--- src/hdl/emgenv_pkg.sv ---
// Shared types, widths and constants of the EMG envelope to servo block.
// Used by the controller, the datapath and the top level; depends on nothing.
`timescale 1ns / 1ps

package emgenv_pkg;

    // Moving-average window; the baseline divide is a shift, so the depth is a power of two.
    localparam int WINDOW_DEPTH = 128;
    localparam int WIN_AW       = $clog2(WINDOW_DEPTH);

    // Field widths.
    localparam int SMP_W  = 10;
    localparam int SUM_W  = SMP_W + WIN_AW;
    localparam int Q_W    = 15;
    localparam int TICK_W = 16;
    localparam int PROD_W = 2 * Q_W + 1;
    localparam int MAP_W  = SMP_W + TICK_W;

    // Configuration port.
    localparam int CFG_IDX_W  = 3;
    localparam int CFG_DATA_W = 16;

    // Register indexes.
    localparam logic [CFG_IDX_W-1:0] CFG_ENVELOPE_ALPHA  = 3'd0;
    localparam logic [CFG_IDX_W-1:0] CFG_SATURATION_LOW  = 3'd1;
    localparam logic [CFG_IDX_W-1:0] CFG_SATURATION_HIGH = 3'd2;
    localparam logic [CFG_IDX_W-1:0] CFG_PULSE_MIN       = 3'd3;
    localparam logic [CFG_IDX_W-1:0] CFG_PULSE_MAX       = 3'd4;

    // Register reset values.
    localparam logic [Q_W-1:0]    ALPHA_RESET    = 15'd107;
    localparam logic [SMP_W-1:0]  SAT_LOW_RESET  = 10'd10;
    localparam logic [SMP_W-1:0]  SAT_HIGH_RESET = 10'd1013;
    localparam logic [TICK_W-1:0] MIN_RESET      = 16'd2000;
    localparam logic [TICK_W-1:0] MAX_RESET      = 16'd4000;

    // Fixed-point constants.
    localparam logic [SMP_W-1:0]  MID_SAMPLE     = 10'd512;
    localparam logic [SUM_W-1:0]  SUM_RESET      = SUM_W'(512 * WINDOW_DEPTH);
    localparam logic [Q_W-1:0]    Q15_MAX        = {Q_W{1'b1}};
    localparam logic [Q_W:0]      Q15_UNIT       = 16'd32768;
    localparam logic [PROD_W-1:0] Q15_ROUND      = PROD_W'(1 << 14);
    localparam int                RECT_SHIFT     = 5;
    localparam logic [SMP_W:0]    ENV_FULL_SCALE = 11'd1023;

    // Configuration register set.
    typedef struct packed {
        logic [Q_W-1:0]    envelope_alpha;
        logic [SMP_W-1:0]  saturation_low;
        logic [SMP_W-1:0]  saturation_high;
        logic [TICK_W-1:0] pulse_min;
        logic [TICK_W-1:0] pulse_max;
    } t_cfg;

    // Step commands from the controller to the datapath.
    typedef struct packed {
        logic take_in;   // input transfer: capture fields, read window memory
        logic upd;       // update window and sum, feedback multiply
        logic mul;       // baseline, rectify, input multiply
        logic acc;       // filter accumulate
        logic map;       // span multiply
        logic div;       // divide by full scale
        logic out_load;  // load the result register
    } t_cmd;

endpackage

--- src/hdl/emgenv_ctrl.sv ---
// Sequencer of the EMG envelope block: input and output handshakes and the step commands.
// Depends on emgenv_pkg.
`timescale 1ns / 1ps

module emgenv_ctrl
    import emgenv_pkg::*;
(
    input  logic i_clk,
    input  logic i_rst_n,
    input  logic i_in_valid,
    output logic o_in_ready,
    output logic o_out_valid,
    input  logic i_out_ready,
    output t_cmd o_cmd
);

    typedef enum logic [2:0] {
        S_IDLE,
        S_UPD,
        S_MUL,
        S_ACC,
        S_MAP,
        S_DIV,
        S_OUT
    } t_state;

    t_state r_state, n_state;
    logic   r_in_ready;
    logic   r_out_valid, n_out_valid;
    logic   w_load;

    // The result register is free when empty or when its result leaves this cycle.
    assign w_load = (r_state == S_OUT) && (!r_out_valid || i_out_ready);

    // Next state and output-valid tracking.
    always_comb begin
        n_state = r_state;
        unique case (r_state)
            S_IDLE:  if (i_in_valid && r_in_ready) n_state = S_UPD;
            S_UPD:   n_state = S_MUL;
            S_MUL:   n_state = S_ACC;
            S_ACC:   n_state = S_MAP;
            S_MAP:   n_state = S_DIV;
            S_DIV:   n_state = S_OUT;
            S_OUT:   if (w_load) n_state = S_IDLE;
            default: n_state = S_IDLE;
        endcase

        n_out_valid = r_out_valid;
        if (w_load) begin
            n_out_valid = 1'b1;
        end else if (r_out_valid && i_out_ready) begin
            n_out_valid = 1'b0;
        end
    end

    // State and registered handshake outputs; the input stays closed during reset.
    always_ff @(posedge i_clk) begin
        if (!i_rst_n) begin
            r_state     <= S_IDLE;
            r_in_ready  <= 1'b0;
            r_out_valid <= 1'b0;
        end else begin
            r_state     <= n_state;
            r_in_ready  <= (n_state == S_IDLE);
            r_out_valid <= n_out_valid;
        end
    end

    // Step commands decoded from the state.
    always_comb begin
        o_cmd          = '0;
        o_cmd.take_in  = (r_state == S_IDLE) && i_in_valid && r_in_ready;
        o_cmd.upd      = (r_state == S_UPD);
        o_cmd.mul      = (r_state == S_MUL);
        o_cmd.acc      = (r_state == S_ACC);
        o_cmd.map      = (r_state == S_MAP);
        o_cmd.div      = (r_state == S_DIV);
        o_cmd.out_load = w_load;
    end

    assign o_in_ready  = r_in_ready;
    assign o_out_valid = r_out_valid;

endmodule

--- src/hdl/emgenv_dp.sv ---
// Datapath of the EMG envelope block: window memory, running sum, Q15 filter and servo mapping.
// Depends on emgenv_pkg; steps are driven by emgenv_ctrl.
`timescale 1ns / 1ps

module emgenv_dp
    import emgenv_pkg::*;
(
    input  logic              i_clk,
    input  logic              i_rst_n,
    input  t_cmd              i_cmd,
    input  t_cfg              i_cfg,
    input  logic [SMP_W-1:0]  i_adc_sample,
    input  logic              i_stop_pin_n,
    output logic [SMP_W-1:0]  o_envelope,
    output logic [TICK_W-1:0] o_servo_ticks,
    output logic              o_clipped,
    output logic              o_stop_active
);

    // Rounded Q15 product to the 0..32767 range.
    function automatic logic [Q_W-1:0] q15_sat(input logic [PROD_W-1:0] p);
        logic [PROD_W-Q_W-1:0] hi;
        hi = p[PROD_W-1:Q_W];
        return (hi > {1'b0, Q15_MAX}) ? Q15_MAX : hi[Q_W-1:0];
    endfunction

    // Window storage; an entry not yet written reads as mid-scale.
    logic [SMP_W-1:0]        r_mem [WINDOW_DEPTH];
    logic [WINDOW_DEPTH-1:0] r_vld;
    logic [SMP_W-1:0]        r_rd;
    logic                    r_rd_vld;
    logic [WIN_AW-1:0]       r_ptr;
    logic [SUM_W-1:0]        r_sum;

    // Per-item registers.
    logic [SMP_W-1:0]  r_smp;
    logic              r_stop;
    logic              r_clip;
    logic [PROD_W-1:0] r_p1;
    logic [PROD_W-1:0] r_p2;
    logic [Q_W-1:0]    r_fm;
    logic [MAP_W-1:0]  r_prod;
    logic [TICK_W-1:0] r_scaled;

    // Memory write and registered read.
    always_ff @(posedge i_clk) begin
        if (i_cmd.take_in) begin
            r_rd <= r_mem[r_ptr];
        end
        if (i_cmd.upd) begin
            r_mem[r_ptr] <= r_smp;
        end
    end

    // Input capture.
    always_ff @(posedge i_clk) begin
        if (i_cmd.take_in) begin
            r_smp <= i_adc_sample;
            r_stop <= !i_stop_pin_n;
        end
    end

    // Window update: the sum drops the oldest entry and adds the new sample.
    logic [SMP_W-1:0] w_old;
    logic [SUM_W-1:0] n_sum;
    logic [Q_W:0]     w_unit;

    assign w_old  = r_rd_vld ? r_rd : MID_SAMPLE;
    assign n_sum  = r_sum - SUM_W'(w_old) + SUM_W'(r_smp);
    assign w_unit = Q15_UNIT - {1'b0, i_cfg.envelope_alpha};

    // Baseline, rectification and clip test.
    logic [SMP_W-1:0] w_base;
    logic [SMP_W-1:0] w_rect;
    logic             w_clip;
    logic [Q_W-1:0]   w_x;

    assign w_base = r_sum[SUM_W-1:WIN_AW];
    assign w_rect = (r_smp >= w_base) ? (r_smp - w_base) : (w_base - r_smp);
    assign w_clip = (r_smp <= i_cfg.saturation_low) || (r_smp >= i_cfg.saturation_high);
    assign w_x    = w_clip ? '0 : {w_rect, {RECT_SHIFT{1'b0}}};

    // Filter accumulate with saturation.
    logic [Q_W:0] w_acc;

    assign w_acc = {1'b0, q15_sat(r_p1)} + {1'b0, q15_sat(r_p2)};

    // Division of the mapped product by 1023, using 1023 = 1024 - 1.
    logic [TICK_W-1:0] w_q0;
    logic [TICK_W:0]   w_r0;
    logic [6:0]        w_q1;
    logic [SMP_W:0]    w_r1;
    logic [TICK_W-1:0] w_q;

    assign w_q0 = r_prod[MAP_W-1:SMP_W];
    assign w_r0 = {{(TICK_W+1-SMP_W){1'b0}}, r_prod[SMP_W-1:0]} + {1'b0, w_q0};
    assign w_q1 = w_r0[TICK_W:SMP_W];
    assign w_r1 = {1'b0, w_r0[SMP_W-1:0]} + {{(SMP_W+1-7){1'b0}}, w_q1};
    assign w_q  = w_q0 + TICK_W'(w_q1) + TICK_W'(w_r1 >= ENV_FULL_SCALE);

    // Servo mapping, clamps and the centre value on stop.
    logic              w_span_ok;
    logic [TICK_W-1:0] w_span;
    logic [TICK_W:0]   w_mid;
    logic [TICK_W-1:0] w_ticks;

    assign w_span_ok = i_cfg.pulse_max > i_cfg.pulse_min;
    assign w_span    = w_span_ok ? (i_cfg.pulse_max - i_cfg.pulse_min) : '0;
    assign w_mid     = {1'b0, i_cfg.pulse_min} + {1'b0, i_cfg.pulse_max};

    always_comb begin
        if (r_stop) begin
            w_ticks = w_mid[TICK_W:1];
        end else if (w_span_ok) begin
            w_ticks = i_cfg.pulse_min + r_scaled;
        end else begin
            w_ticks = i_cfg.pulse_max;
        end
    end

    // Persistent window and filter state.
    always_ff @(posedge i_clk) begin
        if (!i_rst_n) begin
            r_vld <= '0;
            r_ptr <= '0;
            r_sum <= SUM_RESET;
            r_fm  <= '0;
        end else begin
            if (i_cmd.upd) begin
                r_vld[r_ptr] <= 1'b1;
                r_ptr        <= r_ptr + 1'b1;
                r_sum        <= n_sum;
            end
            if (i_cmd.acc) begin
                r_fm <= (w_acc > {1'b0, Q15_MAX}) ? Q15_MAX : w_acc[Q_W-1:0];
            end
        end
    end

    // Step registers of the arithmetic.
    always_ff @(posedge i_clk) begin
        if (i_cmd.take_in) begin
            r_rd_vld <= r_vld[r_ptr];
        end
        if (i_cmd.upd) begin
            r_p2 <= w_unit * r_fm + Q15_ROUND;
        end
        if (i_cmd.mul) begin
            r_p1   <= i_cfg.envelope_alpha * w_x + Q15_ROUND;
            r_clip <= w_clip;
        end
        if (i_cmd.map) begin
            r_prod <= r_fm[Q_W-1:RECT_SHIFT] * w_span;
        end
        if (i_cmd.div) begin
            r_scaled <= w_q;
        end
    end

    // Result register.
    always_ff @(posedge i_clk) begin
        if (i_cmd.out_load) begin
            o_envelope    <= r_fm[Q_W-1:RECT_SHIFT];
            o_servo_ticks <= w_ticks;
            o_clipped     <= r_clip;
            o_stop_active <= r_stop;
        end
    end

endmodule

--- src/hdl/emg_envelope_to_servo_top.sv ---
// Top level of the EMG envelope to servo block: configuration registers and the two submodules.
// Depends on emgenv_pkg, emgenv_ctrl and emgenv_dp.
`timescale 1ns / 1ps

// Usage:
// One converter sample and the stop pin level enter per transfer on the input channel
// (i_in_valid / o_in_ready); one result leaves per sample on the output channel
// (o_out_valid / i_out_ready) with the envelope, servo ticks, clip flag and stop flag.
// Registers are written through the configuration channel (i_cfg_valid / o_cfg_ready,
// i_cfg_index, i_cfg_data), which is always ready; indexes beyond the list are ignored.
// Write them only while no sample is in flight.
// The sequencer takes a new sample only after the last result is loaded. It walks each
// sample through the window memory read, window update with feedback multiply, input
// multiply, filter accumulate, span multiply, divide by full scale and result load.
// A new sample is accepted while an earlier result still waits in the output register.
// If the receiver stalls, the next result waits in its last step and o_in_ready stays low
// until the output register frees up.
// Reset (synchronous, active low) returns the registers to their defaults, the window to
// mid-scale, the filter to zero and empties the output register; no clearing pass is needed.

module emg_envelope_to_servo_top
    import emgenv_pkg::*;
(
    input  logic                  i_clk,
    input  logic                  i_rst_n,
    // Input channel.
    input  logic                  i_in_valid,
    output logic                  o_in_ready,
    input  logic [SMP_W-1:0]      i_adc_sample,
    input  logic                  i_stop_pin_n,
    // Output channel.
    output logic                  o_out_valid,
    input  logic                  i_out_ready,
    output logic [SMP_W-1:0]      o_envelope,
    output logic [TICK_W-1:0]     o_servo_ticks,
    output logic                  o_clipped,
    output logic                  o_stop_active,
    // Configuration channel.
    input  logic                  i_cfg_valid,
    output logic                  o_cfg_ready,
    input  logic [CFG_IDX_W-1:0]  i_cfg_index,
    input  logic [CFG_DATA_W-1:0] i_cfg_data
);

    t_cfg r_cfg;
    t_cmd w_cmd;

    assign o_cfg_ready = 1'b1;

    // Configuration register file.
    always_ff @(posedge i_clk) begin
        if (!i_rst_n) begin
            r_cfg.envelope_alpha  <= ALPHA_RESET;
            r_cfg.saturation_low  <= SAT_LOW_RESET;
            r_cfg.saturation_high <= SAT_HIGH_RESET;
            r_cfg.pulse_min       <= MIN_RESET;
            r_cfg.pulse_max       <= MAX_RESET;
        end else if (i_cfg_valid && o_cfg_ready) begin
            unique case (i_cfg_index)
                CFG_ENVELOPE_ALPHA:  r_cfg.envelope_alpha  <= i_cfg_data[Q_W-1:0];
                CFG_SATURATION_LOW:  r_cfg.saturation_low  <= i_cfg_data[SMP_W-1:0];
                CFG_SATURATION_HIGH: r_cfg.saturation_high <= i_cfg_data[SMP_W-1:0];
                CFG_PULSE_MIN:       r_cfg.pulse_min       <= i_cfg_data[TICK_W-1:0];
                CFG_PULSE_MAX:       r_cfg.pulse_max       <= i_cfg_data[TICK_W-1:0];
                default: ;
            endcase
        end
    end

    // Sequencer.
    emgenv_ctrl u_ctrl (
        .i_clk       (i_clk),
        .i_rst_n     (i_rst_n),
        .i_in_valid  (i_in_valid),
        .o_in_ready  (o_in_ready),
        .o_out_valid (o_out_valid),
        .i_out_ready (i_out_ready),
        .o_cmd       (w_cmd)
    );

    // Arithmetic and storage.
    emgenv_dp u_dp (
        .i_clk         (i_clk),
        .i_rst_n       (i_rst_n),
        .i_cmd         (w_cmd),
        .i_cfg         (r_cfg),
        .i_adc_sample  (i_adc_sample),
        .i_stop_pin_n  (i_stop_pin_n),
        .o_envelope    (o_envelope),
        .o_servo_ticks (o_servo_ticks),
        .o_clipped     (o_clipped),
        .o_stop_active (o_stop_active)
    );

    // Only one sample is in flight: the input closes right after a transfer.
    a_one_in_flight: assert property (@(posedge i_clk) disable iff (!i_rst_n)
        (i_in_valid && o_in_ready) |=> !o_in_ready)
        else $error("input accepted while a sample is still in flight");

    // A new result appears only at the end of a sample's processing.
    a_result_after_work: assert property (@(posedge i_clk) disable iff (!i_rst_n)
        $rose(o_out_valid) |-> $past(!o_in_ready))
        else $error("result produced without a sample in flight");

    // No new result appears in the cycle right after an input transfer.
    a_no_early_result: assert property (@(posedge i_clk) disable iff (!i_rst_n)
        (i_in_valid && o_in_ready) |=> !o_out_valid || !$rose(o_out_valid))
        else $error("result appeared right after an input transfer");

endmodule
--- config.mk ---
export PLATFORM = sky130hd
export DESIGN_NAME = emg_envelope_to_servo_top
export DESIGN_NICKNAME = d
export VERILOG_FILES = /design/src/hdl/emgenv_pkg.sv /design/src/hdl/emgenv_ctrl.sv /design/src/hdl/emgenv_dp.sv /design/src/hdl/emg_envelope_to_servo_top.sv
export SDC_FILE = /design/constraint.sdc
export NUM_CORES = 2
export LEC_CHECK = 0
export ABC_CLOCK_PERIOD_IN_PS = 12180
export BUFFER_PORTS_ARGS = -buffer_cell sky130_fd_sc_hd__clkbuf_2
export CORE_ASPECT_RATIO = 1.1
export CORE_MARGIN = 3
export CORE_UTILIZATION = 58
export DETAILED_ROUTE_END_ITERATION = 10
export PLACE_DENSITY = 0.74
export SYNTH_ARGS = -nofsm -noshare
export SYNTH_HDL_FRONTEND = slang
export SYNTH_SLANG_ARGS = --single-unit
--- constraint.sdc ---
create_clock -name i_clk -period 12.18 [get_ports i_clk]
set_input_delay 2.436 -clock i_clk [delete_from_list [all_inputs] [get_ports i_clk]]
set_output_delay 2.436 -clock i_clk [all_outputs]
set_load 0.005 [all_outputs]
==> results.sh <==
export IMPL_status="finished clean"
export IMPL_routabilityCongestion=0.931
export IMPL_drv_cap=0
export IMPL_ctsResizeCount=0
export IMPL_fill_cells=10400
export IMPL_cts_sinks=1644
export IMPL_clockBufferDepth=3
export IMPL_crit_required_ns=12.72
export IMPL_synth_seq_cells=1644
export IMPL_synth_top_cell_by_area="edfxtp_1"
export IMPL_cp_buffers_inverters=3
export IMPL_drc_errors=0
export IMPL_yosysSeqAreaShare_pct=56.1
export IMPL_power_leakage_nw=34.3
export IMPL_first_pass_iters=8
export IMPL_p_comb_share_pct=26.4
export IMPL_synth_distinct_cells=92
export IMPL_power_internal_w=0.0107
export IMPL_crit_top_cell="fa_1"
export IMPL_peakVddDrop_mv=0.348
export IMPL_grt_pass1_vias=55900
export IMPL_post_drt_wl_per_cell_um=26.8
export IMPL_synthFlopType="edfxtp_1"
export IMPL_die_h_um=405
export IMPL_switching_share_pct=30.7
export IMPL_avgSynthCellArea_um2=12.8
export IMPL_grt_max_degree=117
export IMPL_p_sw_w=0.00474
export IMPL_netlist_area_mm2=0.0837
export IMPL_drtIter0Drc=6373
export IMPL_cp_end_kind="flip-flop"
export IMPL_ys_warnings_count=0
export IMPL_p_per_area_mw_per_mm2=168
export IMPL_post_cts_buffers=0
export IMPL_setup_viol=0
export IMPL_fin_crit_ns=9.28
export IMPL_synthCells=6518
export IMPL_die_area_mm2=0.149
export IMPL_cts_tree="built"
export IMPL_drive_gt1_share_pct=8.39
export IMPL_root_buffer="clkbuf_16"
export IMPL_hold_viol=0
export IMPL_nNetsFinal=7382
export IMPL_final_cell_mix="edfxtp_1 (1,405), nand2_1 (531), inv_1 (529)"
export IMPL_io_buffers=64
export IMPL_groute_usage_overall_pct=30.9
export IMPL_tightest_slew_ns=1.36
export IMPL_num_rows=145
export IMPL_vias=55400
export IMPL_hold_class="reg -> reg"
export IMPL_fin_util_pct=64.2
export IMPL_power_frac_seq_pct=41.0
export IMPL_critPathMaxStageDelay_ns=0.56
export IMPL_fin_tns_setup_ns=0
export IMPL_crit_fanout=65
export IMPL_routed_wirelength_mm=230
export IMPL_syn_nets=7367
export IMPL_cp_slowest_cell="buf_4"
export IMPL_arrival_ns=9.82
export IMPL_start_util_pct=58.7
export IMPL_crit_family="adder cells"
export IMPL_crit_type="reg -> reg"
export IMPL_period_share_pct=76.2
export IMPL_slew_headroom_pct=8.77
export IMPL_holdWs_ns=0.466
export IMPL_core_area_mm2=0.143
export IMPL_antenna_left=0
export IMPL_cp_start_kind="flip-flop"
export IMPL_antenna_found_initial=6
export IMPL_dpl_hpwl_mm=147
export IMPL_fmax_mhz=108
export IMPL_ctsHtreeMaxLevel=4
export IMPL_via_per_inst=6.46
export IMPL_synthTopCellsByArea="edfxtp_1 (50%), fa_1 (9.9%), ha_1 (6.0%)"
export IMPL_synthArstFlopShare_pct=0
export IMPL_fin_area_mm2=0.0917
export IMPL_synth_edf_count=1405
export IMPL_grt_pass1_wl_mm=346
export IMPL_die_x_um=368
export IMPL_area_growth_pct=9.45
export IMPL_synth_top_area_share_pct=50.4
export IMPL_cts_hold_buf=0
export IMPL_maxSlewViolCount=0
export IMPL_rsz0062_at_grt="false"
export IMPL_pin_count=66
export IMPL_clkLatencyLatePin_ns=0.83
export IMPL_dpl_cell_area_mm2=0.0863
export IMPL_grt_overflow=0
export IMPL_cts_buffers=161
export IMPL_clk_pin_slew_ns=0.06
export IMPL_clkPwrFrac_pct=32.6
export IMPL_layout_commonest_cell="edfxtp_1"
export IMPL_clock_skew_ns=0.0545
## state kept, by name (all words and copies together), names as in the netlist, 15 cells and up
signal              count
u_dp.r_mem           1280
u_dp.r_vld            128
u_dp.o_servo_ticks     16
u_dp.r_scaled          16
u_dp.r_fm              15
u_dp.r_p1              16
u_dp.r_prod            26
r_cfg                  67
u_dp.r_sum             17
u_dp.r_p2              16
## worst reg2reg max path, delay by kind of cell (launching register included)
| family | cells | cell delay, ns |
|---|---|---|
| AND/OR/NAND/NOR | 4 | 0.83 |
| multiplexers | 1 | 0.40 |
| buffers and inverters | 3 | 0.85 |
| flip-flops | 1 | 0.38 |
| AO/OA/AOI/OAI | 10 | 2.30 |
| adder cells (fa/ha/maj) | 8 | 3.60 |
| XOR/XNOR | 2 | 0.64 |
## final cells by class
cell class	instances	area, um^2	share of cell area (%)
Timing Repair Buffer	224	1640	1.79
Inverter	530	1990	2.17
Multi-Input combinational cell	3972	33300	36.3
Clock buffer	232	4490	4.90
Clock inverter	69	866	0.945
Tap cell	1911	2390	2.61
Sequential cell	1644	47000	51.3
Antenna cell	3	7.51	0.00819
## cells in the mapped netlist, types with 29 or more instances
| master | count |
|---|---|
| nand2_1 | 537 |
| buf_2 | 110 |
| and2_1 | 177 |
| a21o_1 | 49 |
| dfxtp_1 | 239 |
| o21a_1 | 156 |
| clkbuf_1 | 215 |
| nand2b_1 | 29 |
| a221oi_1 | 144 |
| inv_1 | 529 |
| xnor2_1 | 104 |
| a22oi_1 | 424 |
| a21boi_0 | 52 |
| fa_1 | 413 |
| xor2_1 | 53 |
| nor2b_1 | 38 |
| edfxtp_1 | 1405 |
| a22o_1 | 142 |
| o211ai_1 | 40 |
| a21oi_1 | 136 |
| nand3_1 | 98 |
| nor3_1 | 50 |
| buf_1 | 37 |
| and3_1 | 88 |
| o21ai_0 | 113 |
| nand4_1 | 86 |
| nor2_1 | 249 |
| a31oi_1 | 111 |
| ha_1 | 401 |
| or2_2 | 37 |
## power groups by stage
stage	Sequential, W	Clock, W	Combinational [W]
after floorplan	0.00648	0	0.00278
after global placement	0.00644	0	0.00400
after detailed placement	0.00644	0	0.00404
after CTS	0.00632	0.00505	0.00411
after global routing	0.00633	0.00527	0.00458
final	0.00632	0.00503	0.00408
## through the flow
step	total power [W]	cells	worst slack, ns
floorplan	0.00926	6518	2.97
global placement	0.0104	8281	3.09
detailed placement	0.0105	8281	3.03
CTS	0.0155	8582	2.95
global route	0.0162	8582	2.39
finish	0.0154	8585	2.90
## logic make-up after synthesis
family,Yosys count,synth area share (%)
AOI/OAI and AO/OA,1477,12.9
xor gates and xnor gates,160,1.71
adders and majority gates,814,15.9
buffers and inverters,902,4.27
DFF,1644,56.1
muxes,35,0.457
other,1,0.00448
and+or+nand+nor,1485,8.64
## layer usage
layer,track usage [%],share of wire [%]
met5,0,0.017
met4,16.2,5.7
met3,5.51,9.5
met2,50.9,48
met1,39.4,37
## worst paths after layout
check	start	to	slack (ns)	cells past startpoint
worst min register to register	u_dp.r_vld[48]$_SDFFE_PN0P_	u_dp.r_vld[48]$_SDFFE_PN0P_	0.47	1
worst min-delay path	u_dp.r_vld[48]$_SDFFE_PN0P_	u_dp.r_vld[48]$_SDFFE_PN0P_	0.47	1
worst max register to register	u_dp.r_smp[5]$_DFFE_PP_	u_dp.r_p1[27]$_DFFE_PP_	2.90	28
worst max-delay path	u_dp.r_smp[5]$_DFFE_PP_	u_dp.r_p1[27]$_DFFE_PP_	2.90	28
(Power assumes the default switching activity.)
